===== src/sv/ffba_pkg.sv =====
// Types, codes and constants of the first-fit block allocator.
// No dependencies; the interfaces, the core and the checker import this package.
package ffba_pkg;

  localparam int unsigned MAX_BLOCKS_DEF   = 64;
  localparam int unsigned HEADER_BYTES_DEF = 32;

  localparam int unsigned ADDR_W    = 32;
  localparam int unsigned SIZE_W    = 27;
  localparam int unsigned CNT_OUT_W = 7;
  localparam int unsigned CFG_IDX_W = 1;

  localparam logic [SIZE_W-1:0] REQUEST_CAP     = 27'd100000000;
  localparam logic [ADDR_W-1:0] HEAP_LIMIT_RST  = 32'd16777216;
  localparam logic [SIZE_W-1:0] MAX_REQUEST_RST = 27'd100000000;

  typedef enum logic [1:0] {
    OP_ALLOC   = 2'd0,
    OP_FREE    = 2'd1,
    OP_REALLOC = 2'd2
  } op_e;

  typedef enum logic [1:0] {
    ST_OK    = 2'd0,
    ST_SIZE  = 2'd1,
    ST_HEAP  = 2'd2,
    ST_TABLE = 2'd3
  } status_e;

  typedef enum logic [CFG_IDX_W-1:0] {
    CFG_HEAP_LIMIT  = 1'b0,
    CFG_MAX_REQUEST = 1'b1
  } cfg_reg_e;

  typedef struct packed {
    logic [1:0]        operation;
    logic [SIZE_W-1:0] request_size;
    logic [ADDR_W-1:0] block_address;
  } req_t;

  typedef struct packed {
    logic [ADDR_W-1:0]    result_address;
    status_e              status;
    logic [CNT_OUT_W-1:0] free_count;
    logic [ADDR_W-1:0]    free_total;
    logic [CNT_OUT_W-1:0] allocated_blocks;
    logic [ADDR_W-1:0]    allocated_bytes;
  } rsp_t;

  typedef struct packed {
    logic [CFG_IDX_W-1:0] index;
    logic [ADDR_W-1:0]    wdata;
  } cfg_t;

endpackage


===== src/sv/ffba_if.sv =====
// Valid/ready channel interfaces for requests, responses and configuration writes.
// Depends on ffba_pkg for the payload types.
interface ffba_req_if;
  import ffba_pkg::*;
  logic valid;
  logic ready;
  req_t data;
  modport source (output valid, output data, input ready);
  modport sink   (input valid, input data, output ready);
endinterface

interface ffba_rsp_if;
  import ffba_pkg::*;
  logic valid;
  logic ready;
  rsp_t data;
  modport source (output valid, output data, input ready);
  modport sink   (input valid, input data, output ready);
endinterface

interface ffba_cfg_if;
  import ffba_pkg::*;
  logic valid;
  logic ready;
  cfg_t data;
  modport source (output valid, output data, input ready);
  modport sink   (input valid, input data, output ready);
endinterface


===== src/sv/first_fit_block_allocator_core.sv =====
// First-fit block allocator core: sequencer, block table memory and running totals.
// Depends on ffba_pkg and the channel interfaces in ffba_if.sv.
//
// The block takes one request at a time. A request whose size is rejected, a
// free of address zero, or an unused operation code has its response presented
// in the cycle after it is accepted. Every other request walks the block table
// through a single read port, one entry per cycle, then goes to a decide step;
// a reallocate that moves its block next returns the old entry to the free
// pool, and then the response is presented. The response is held in a register
// until it is taken, and the next request can be accepted in the cycle after that.
// The configuration port is always ready and writes take effect at once.
module first_fit_block_allocator_core #(
  parameter int unsigned MaxBlocks   = ffba_pkg::MAX_BLOCKS_DEF,
  parameter int unsigned HeaderBytes = ffba_pkg::HEADER_BYTES_DEF
) (
  input  logic        clk_i,
  input  logic        rst_ni,
  ffba_req_if.sink    req_i,
  ffba_rsp_if.source  rsp_o,
  ffba_cfg_if.sink    cfg_i
);
  import ffba_pkg::*;

  localparam int unsigned IdxW = (MaxBlocks > 1) ? $clog2(MaxBlocks) : 1;
  localparam int unsigned CntW = $clog2(MaxBlocks + 1);

  typedef enum logic [2:0] {
    S_IDLE,
    S_SCAN,
    S_DECIDE,
    S_FREE_OLD,
    S_RESP
  } state_e;

  // Block table.
  logic [ADDR_W-1:0] base_mem [MaxBlocks];
  logic [SIZE_W-1:0] size_mem [MaxBlocks];
  logic              free_mem [MaxBlocks];

  state_e            state_q;
  logic [1:0]        op_q;
  logic [SIZE_W-1:0] size_q;
  logic [ADDR_W-1:0] addr_q;
  logic [ADDR_W-1:0] result_q;
  status_e           status_q;

  logic [ADDR_W-1:0] heap_limit_q;
  logic [SIZE_W-1:0] max_req_q;

  logic [CntW-1:0]   blk_cnt_q;
  logic [CntW-1:0]   free_cnt_q;
  logic [ADDR_W-1:0] heap_top_q;
  logic [ADDR_W-1:0] free_sum_q;
  logic [ADDR_W-1:0] table_bytes_q;

  // Scan pointer and the entry whose read data is in rd_*_q.
  logic [CntW-1:0]   ptr_q;
  logic              chk_valid_q;
  logic [IdxW-1:0]   chk_idx_q;
  logic [ADDR_W-1:0] rd_base_q;
  logic [SIZE_W-1:0] rd_size_q;
  logic              rd_free_q;

  logic              fit_found_q;
  logic [IdxW-1:0]   fit_idx_q;
  logic [ADDR_W-1:0] fit_base_q;
  logic [SIZE_W-1:0] fit_size_q;
  logic              find_found_q;
  logic [IdxW-1:0]   find_idx_q;
  logic              find_free_q;
  logic [SIZE_W-1:0] find_size_q;

  logic              size_ok;
  logic              rd_en;
  logic              fit_hit;
  logic              find_hit;
  logic              old_live;
  logic              keep_old;
  logic              alloc_path;
  logic              table_full;
  logic [ADDR_W+1:0] heap_end;
  logic              heap_over;
  logic              app_ok;
  logic              app_we;
  logic              flag_we;
  logic [IdxW-1:0]   flag_idx;
  logic              flag_val;

  assign req_i.ready = (state_q == S_IDLE);
  assign cfg_i.ready = 1'b1;

  assign size_ok = (req_i.data.request_size != '0) &&
                   (req_i.data.request_size <= max_req_q) &&
                   (req_i.data.request_size <= REQUEST_CAP);

  assign rd_en = (state_q == S_SCAN) && (ptr_q < blk_cnt_q);

  // Per-entry checks on the registered table read.
  assign fit_hit  = rd_free_q && (rd_size_q >= size_q);
  assign find_hit = (op_q != OP_ALLOC) && (addr_q != '0) &&
                    (({1'b0, rd_base_q} + (ADDR_W+1)'(HeaderBytes)) == {1'b0, addr_q});

  always_comb begin
    old_live   = find_found_q && !find_free_q;
    keep_old   = (op_q == OP_REALLOC) && old_live && (find_size_q >= size_q);
    alloc_path = (op_q == OP_ALLOC) || ((op_q == OP_REALLOC) && !keep_old);
    table_full = (blk_cnt_q == CntW'(MaxBlocks));
    heap_end   = {2'b00, heap_top_q} + (ADDR_W+2)'(HeaderBytes) +
                 (ADDR_W+2)'(size_q);
    heap_over  = heap_end > {2'b00, heap_limit_q};
    app_ok     = alloc_path && !fit_found_q && !table_full && !heap_over;
  end

  // Table write control: one write per array and cycle.
  always_comb begin
    app_we   = 1'b0;
    flag_we  = 1'b0;
    flag_idx = find_idx_q;
    flag_val = 1'b1;
    case (state_q)
      S_DECIDE: begin
        if (op_q == OP_FREE) begin
          flag_we = old_live;
        end else if (alloc_path && fit_found_q) begin
          flag_we  = 1'b1;
          flag_idx = fit_idx_q;
          flag_val = 1'b0;
        end else if (app_ok) begin
          app_we   = 1'b1;
          flag_we  = 1'b1;
          flag_idx = IdxW'(blk_cnt_q);
          flag_val = 1'b0;
        end
      end
      S_FREE_OLD: begin
        flag_we = 1'b1;
      end
      default: begin
        flag_we = 1'b0;
      end
    endcase
  end

  always_ff @(posedge clk_i) begin
    if (app_we) begin
      base_mem[IdxW'(blk_cnt_q)] <= heap_top_q;
      size_mem[IdxW'(blk_cnt_q)] <= size_q;
    end
    if (flag_we) begin
      free_mem[flag_idx] <= flag_val;
    end
  end

  always_ff @(posedge clk_i) begin
    if (rd_en) begin
      rd_base_q <= base_mem[IdxW'(ptr_q)];
      rd_size_q <= size_mem[IdxW'(ptr_q)];
      rd_free_q <= free_mem[IdxW'(ptr_q)];
    end
  end

  always_ff @(posedge clk_i or negedge rst_ni) begin
    if (!rst_ni) begin
      state_q       <= S_IDLE;
      op_q          <= '0;
      size_q        <= '0;
      addr_q        <= '0;
      result_q      <= '0;
      status_q      <= ST_OK;
      heap_limit_q  <= HEAP_LIMIT_RST;
      max_req_q     <= MAX_REQUEST_RST;
      blk_cnt_q     <= '0;
      free_cnt_q    <= '0;
      heap_top_q    <= '0;
      free_sum_q    <= '0;
      table_bytes_q <= '0;
      ptr_q         <= '0;
      chk_valid_q   <= 1'b0;
      chk_idx_q     <= '0;
      fit_found_q   <= 1'b0;
      fit_idx_q     <= '0;
      fit_base_q    <= '0;
      fit_size_q    <= '0;
      find_found_q  <= 1'b0;
      find_idx_q    <= '0;
      find_free_q   <= 1'b0;
      find_size_q   <= '0;
    end else begin
      if (cfg_i.valid) begin
        case (cfg_reg_e'(cfg_i.data.index))
          CFG_HEAP_LIMIT:  heap_limit_q <= cfg_i.data.wdata;
          CFG_MAX_REQUEST: max_req_q    <= cfg_i.data.wdata[SIZE_W-1:0];
          default:         heap_limit_q <= heap_limit_q;
        endcase
      end

      case (state_q)
        S_IDLE: begin
          if (req_i.valid) begin
            op_q         <= req_i.data.operation;
            size_q       <= req_i.data.request_size;
            addr_q       <= req_i.data.block_address;
            result_q     <= '0;
            status_q     <= ST_OK;
            ptr_q        <= '0;
            chk_valid_q  <= 1'b0;
            fit_found_q  <= 1'b0;
            find_found_q <= 1'b0;
            case (op_e'(req_i.data.operation))
              OP_ALLOC, OP_REALLOC: begin
                if (size_ok) begin
                  state_q <= S_SCAN;
                end else begin
                  status_q <= ST_SIZE;
                  state_q  <= S_RESP;
                end
              end
              OP_FREE: begin
                state_q <= (req_i.data.block_address != '0) ? S_SCAN : S_RESP;
              end
              default: begin
                state_q <= S_RESP;
              end
            endcase
          end
        end

        S_SCAN: begin
          if (chk_valid_q) begin
            if (!fit_found_q && fit_hit) begin
              fit_found_q <= 1'b1;
              fit_idx_q   <= chk_idx_q;
              fit_base_q  <= rd_base_q;
              fit_size_q  <= rd_size_q;
            end
            if (!find_found_q && find_hit) begin
              find_found_q <= 1'b1;
              find_idx_q   <= chk_idx_q;
              find_free_q  <= rd_free_q;
              find_size_q  <= rd_size_q;
            end
          end
          if (ptr_q < blk_cnt_q) begin
            ptr_q       <= ptr_q + 1'b1;
            chk_valid_q <= 1'b1;
            chk_idx_q   <= IdxW'(ptr_q);
          end else begin
            chk_valid_q <= 1'b0;
            if (!chk_valid_q) begin
              state_q <= S_DECIDE;
            end
          end
        end

        S_DECIDE: begin
          state_q <= S_RESP;
          if (op_q == OP_FREE) begin
            if (old_live) begin
              free_cnt_q <= free_cnt_q + 1'b1;
              free_sum_q <= free_sum_q + ADDR_W'(find_size_q);
            end
          end else if (keep_old) begin
            result_q <= addr_q;
          end else if (fit_found_q) begin
            free_cnt_q <= free_cnt_q - 1'b1;
            free_sum_q <= free_sum_q - ADDR_W'(fit_size_q);
            result_q   <= fit_base_q + ADDR_W'(HeaderBytes);
            if ((op_q == OP_REALLOC) && old_live) begin
              state_q <= S_FREE_OLD;
            end
          end else if (table_full) begin
            status_q <= ST_TABLE;
          end else if (heap_over) begin
            status_q <= ST_HEAP;
          end else begin
            blk_cnt_q     <= blk_cnt_q + 1'b1;
            table_bytes_q <= table_bytes_q + ADDR_W'(size_q);
            heap_top_q    <= heap_end[ADDR_W-1:0];
            result_q      <= heap_top_q + ADDR_W'(HeaderBytes);
            if ((op_q == OP_REALLOC) && old_live) begin
              state_q <= S_FREE_OLD;
            end
          end
        end

        S_FREE_OLD: begin
          // The moved block's old entry goes back to the free pool.
          free_cnt_q <= free_cnt_q + 1'b1;
          free_sum_q <= free_sum_q + ADDR_W'(find_size_q);
          state_q    <= S_RESP;
        end

        S_RESP: begin
          if (rsp_o.ready) begin
            state_q <= S_IDLE;
          end
        end

        default: begin
          state_q <= S_IDLE;
        end
      endcase
    end
  end

  assign rsp_o.valid                  = (state_q == S_RESP);
  assign rsp_o.data.result_address    = result_q;
  assign rsp_o.data.status            = status_q;
  assign rsp_o.data.free_count        = CNT_OUT_W'(free_cnt_q);
  assign rsp_o.data.free_total        = free_sum_q;
  assign rsp_o.data.allocated_blocks  = CNT_OUT_W'(blk_cnt_q);
  assign rsp_o.data.allocated_bytes   = table_bytes_q;

endmodule


===== src/flat_wrapper.sv =====
// flat-port wrapper written by rule: the top's interface ports become plain ports
module first_fit_block_allocator_core_flat import ffba_pkg::*;
#(
  parameter int unsigned MaxBlocks   = ffba_pkg::MAX_BLOCKS_DEF,
  parameter int unsigned HeaderBytes = ffba_pkg::HEADER_BYTES_DEF
)
  (clk_i, rst_ni, req_i_valid, req_i_data, req_i_ready, rsp_o_valid, rsp_o_data, rsp_o_ready, cfg_i_valid, cfg_i_data, cfg_i_ready);
  ffba_req_if req_i_i ();
  ffba_rsp_if rsp_o_i ();
  ffba_cfg_if cfg_i_i ();
  input  logic clk_i;
  input  logic rst_ni;
  input wire logic [$bits(req_i_i.valid)-1:0] req_i_valid;
  input wire logic [$bits(req_i_i.data)-1:0] req_i_data;
  output wire logic [$bits(req_i_i.ready)-1:0] req_i_ready;
  output wire logic [$bits(rsp_o_i.valid)-1:0] rsp_o_valid;
  output wire logic [$bits(rsp_o_i.data)-1:0] rsp_o_data;
  input wire logic [$bits(rsp_o_i.ready)-1:0] rsp_o_ready;
  input wire logic [$bits(cfg_i_i.valid)-1:0] cfg_i_valid;
  input wire logic [$bits(cfg_i_i.data)-1:0] cfg_i_data;
  output wire logic [$bits(cfg_i_i.ready)-1:0] cfg_i_ready;
  assign req_i_i.valid = req_i_valid;
  assign req_i_i.data = req_i_data;
  assign req_i_ready = req_i_i.ready;
  assign rsp_o_valid = rsp_o_i.valid;
  assign rsp_o_data = rsp_o_i.data;
  assign rsp_o_i.ready = rsp_o_ready;
  assign cfg_i_i.valid = cfg_i_valid;
  assign cfg_i_i.data = cfg_i_data;
  assign cfg_i_ready = cfg_i_i.ready;
  first_fit_block_allocator_core #(.MaxBlocks(MaxBlocks), .HeaderBytes(HeaderBytes)) u_core (.clk_i(clk_i), .rst_ni(rst_ni), .req_i(req_i_i), .rsp_o(rsp_o_i), .cfg_i(cfg_i_i));
endmodule

===== config.mk =====
export PLATFORM = sky130hd
export DESIGN_NAME = first_fit_block_allocator_core_flat
export DESIGN_NICKNAME = d
export VERILOG_FILES = /design/src/sv/ffba_pkg.sv /design/src/sv/ffba_if.sv /design/src/sv/first_fit_block_allocator_core.sv /design/src/flat_wrapper.sv
export SDC_FILE = /design/constraint.sdc
export NUM_CORES = 2
export LEC_CHECK = 0
export BUFFER_PORTS_ARGS = -buffer_cell sky130_fd_sc_hd__buf_2
export CORE_MARGIN = 10
export CORE_UTILIZATION = 63
export DETAILED_ROUTE_END_ITERATION = 8
export PLACE_DENSITY = 0.79
export SYNTH_ARGS = -nofsm -noshare
export SYNTH_HDL_FRONTEND = slang
export SYNTH_SLANG_ARGS = --single-unit
export TNS_END_PERCENT = 30

===== constraint.sdc =====
create_clock -name clk_i -period 12.1 [get_ports clk_i]
set_input_delay 2.42 -clock clk_i [delete_from_list [all_inputs] [get_ports clk_i]]
set_output_delay 2.42 -clock clk_i [all_outputs]
set_load 0.02 [all_outputs]

==> qor.yml <==
run_status:
  status: "completed"
clock_network:
  htree_num_levels: 5
  clk_latency_ps: 1040
  cts_sinks: 4282
  postCtsSetupRepairBufs: 0
  cts_tree: "done"
  cts.reportedPaths.clkPinSlew_ps: 60
  cts_resized: 0
  cts_made_buffers: 413
  cts_max_path_buffers: 4
  postCtsHoldBufs: 0
  clock-root-buffer: "clkbuf_16"
critical_path:
  cp_num_cells: 27
  r2r-end: "u_core.size_mem[29][9]"
  reg2reg_depth: 27
  worstSetupPathType: "flop to flop"
  startpoint: "u_core.heap_top_q[5]"
  crit_slowest_cell: "nor4b_4"
  r2r_start: "u_core.heap_top_q[5]"
  startpoint_type: "flop"
  crit_end: "u_core.size_mem[29][9]"
  r2r_slack_ps: 1830
  end_kind: "flop"
  crit_arrival_ps: 10850
  crit_family: "simple AND/OR/NAND/NOR gates"
  slowest_delay_ps: 1090
  path_max_fanout: 68
  cp.buffers_inverters: 2
  worstPathRequired_ps: 12680
floorplan:
  fp.dieW_um: 545.7
  initial_core_util_pct: 63.46
  die_area_sq_um: 297800
  ios: 214
  rows: 192
  core_sq_um: 274300
  dieHeight_um: 545.7
sta:
  rsz0062_at_grt: "false"
  fin_setup_tns_ps: 0
  finClkSkew_ps: 121.9
  maxSlewHeadroom_pct: 14.92
  finalCriticalPeriod_ps: 10270
  layout_worst_path_cycle_share_pct: 84.85
  hold_viol: 0
  maxSlewViolCount: 0
  tightestPinTransition_ps: 1273
  setup_viol: 0
  fmax_mhz: 97.40
pwr:
  cellPowerDensity_nw_per_um2: 224.5
  peakVddDrop_mv: 0.2016
  power_leakage_nw: 63.85
cells_and_area:
  register_area_sq_um: 126800
  final_util_pct: 70.96
  multi_input_area_sq_um: 45710
  drive_gt1_share_pct: 28.06
  num-fill-cells: 15140
  fin_nets: 9369
  area.growth.synth_to_final_pct: 11.81
yosys:
  synth_edf_count: 3900
  synth_cells: 8601
  ys_seq_elements: 4282
  avgSynthCellArea_sq_um: 20.24
  netlist_area_sq_um: 174100
  synth_nets: 8944
  async_flop_share_pct: 8.921
  yosys.area.top_type: "edfxtp_1"
  synth_top_area_share_pct: 67.27
  synthTopCellsByCount: "edfxtp_1 (3900), mux4_2 (1260), nand2_1 (463), dfrtp_1 (369), clkbuf_1 (311)"
  synthTopCellsByArea: "edfxtp_1 (67%), mux4_2 (16%), dfrtp_1 (5.3%)"
  ys_types: 98
  seq_area_frac_synth_pct: 72.77
  synth.most_common_cell: "edfxtp_1"
  yosysWarnings: 0
  ys.flop_type: "edfxtp_1"
global_routing:
  grt_max_degree: 151
  grt_pass1_vias: 94070
  met2_usage_pct: 55.08
  grt_use_total_pct: 34.82
  grt_util_met1_pct: 47.01
  grt_pass1_wl_um: 742400
  grt_util_met3_pct: 9.496
  grt-ovfl-total: 0
  grt-busiest-layer: "met2"
  antenna_found_initial: 58
detailed_routing:
  drt_iter0_markers: 15460
  dr.pass1.iters: 6
  ant_nets: 0
  wl_per_cell_um: 40.06
  via_per_inst: 7.341
  drc: 0
  finalWirelength_um: 523900
  via_count: 96000
placed_design:
  gp_congestion: 0.9164
  portBuffers: 212
  hpwl_um: 287900
worst_hold_path:
  hp-class: "flop to flop"
job:
  drv_cap: 0
## power by group
group | internal [mW] | switching, mW
sequential | 18.3 | 0.682
clock | 7.59 | 5.94
combinational | 3.74 | 7.45
## cells in the final DEF (no fill, tap or decap), types with 165 or more instances in the layout
| cell | Yosys | layout |
|---|---|---|
| o21ai_0 | 204 | 204 |
| nand2_1 | 463 | 461 |
| clkbuf_16 | 0 | 415 |
| buf_4 | 4 | 193 |
| edfxtp_1 | 3900 | 3900 |
| buf_2 | 15 | 211 |
| mux4_2 | 1260 | 1260 |
| inv_1 | 166 | 165 |
| ha_1 | 240 | 240 |
| nor2_1 | 235 | 173 |
| dfrtp_1 | 369 | 303 |
## stage by stage
step                area (sq um)  cells  worst slack [ps]  power [mW]  hold WS, ps
finish                    194700  13080              1833       43.71        467.0
global route              194600  13060              1572       44.87        484.8
CTS                       194600  13060              2059       43.52        472.3
detailed placement        180700  12300              2266       29.94        460.7
global placement          180700  12300              2387       29.58        454.6
floorplan                 174100   8601              1528       25.64        457.8
## per-layer routing
metal	share of wire, %	vias to the layer above
met4	4.9	40
met5	0.055	-
li1	-	36290
met2	48	8431
met3	13	1373
met1	34	49870
## how the worst min path moves through the flow
stage                              start  cells after the start                   end
finish              u_core.free_cnt_q[6]                      1  u_core.free_cnt_q[6]
global route        u_core.free_cnt_q[6]                      1  u_core.free_cnt_q[6]
CTS                 u_core.free_cnt_q[6]                      1  u_core.free_cnt_q[6]
detailed placement  u_core.free_cnt_q[6]                      1  u_core.free_cnt_q[6]
global placement    u_core.free_cnt_q[6]                      1  u_core.free_cnt_q[6]
floorplan            u_core.chk_idx_q[1]                      2   u_core.chk_idx_q[1]
## layout make-up
class,count,area share [%]
clock buffers,490,5.510
inverters,168,0.3252
flip-flops and latches,4282,65.14
diodes,16,0.02057
well taps,3686,2.369
multi-input cells,3735,23.48
repair buffers,426,1.510
clock inverters,275,1.646
## cell families (layout without fill, tap and decap cells)
| family | count (synthesis) | count (layout) | synth area share, % |
|---|---|---|---|
| other | 1 | 17 | 0.002154 |
| XOR/XNOR | 206 | 206 | 1.041 |
| adder cells (fa/ha/maj) | 244 | 244 | 1.771 |
| AO/OA/AOI/OAI | 687 | 687 | 2.506 |
| AND/OR/NAND/NOR | 1166 | 1166 | 3.197 |
| buffers and inverters | 584 | 1359 | 1.292 |
| multiplexers | 1431 | 1431 | 17.42 |
| flip-flops | 4282 | 4282 | 72.77 |
## state kept, by name, indices dropped and copies added (netlist names), 27 cells and up
| name | cells |
|---|---|
| u_core.addr_q | 32 |
| u_core.base_mem | 2048 |
| u_core.find_size_q | 27 |
| u_core.fit_base_q | 32 |
| u_core.fit_size_q | 27 |
| u_core.free_mem | 64 |
| u_core.free_sum_q | 32 |
| u_core.heap_limit_q | 32 |
| u_core.heap_top_q | 32 |
| u_core.max_req_q | 27 |
| u_core.rd_base_q | 32 |
| u_core.rd_size_q | 27 |
| u_core.result_q | 32 |
| u_core.size_mem | 1728 |
| u_core.size_q | 27 |
| u_core.table_bytes_q | 32 |
(Power assumes the default switching activity.)
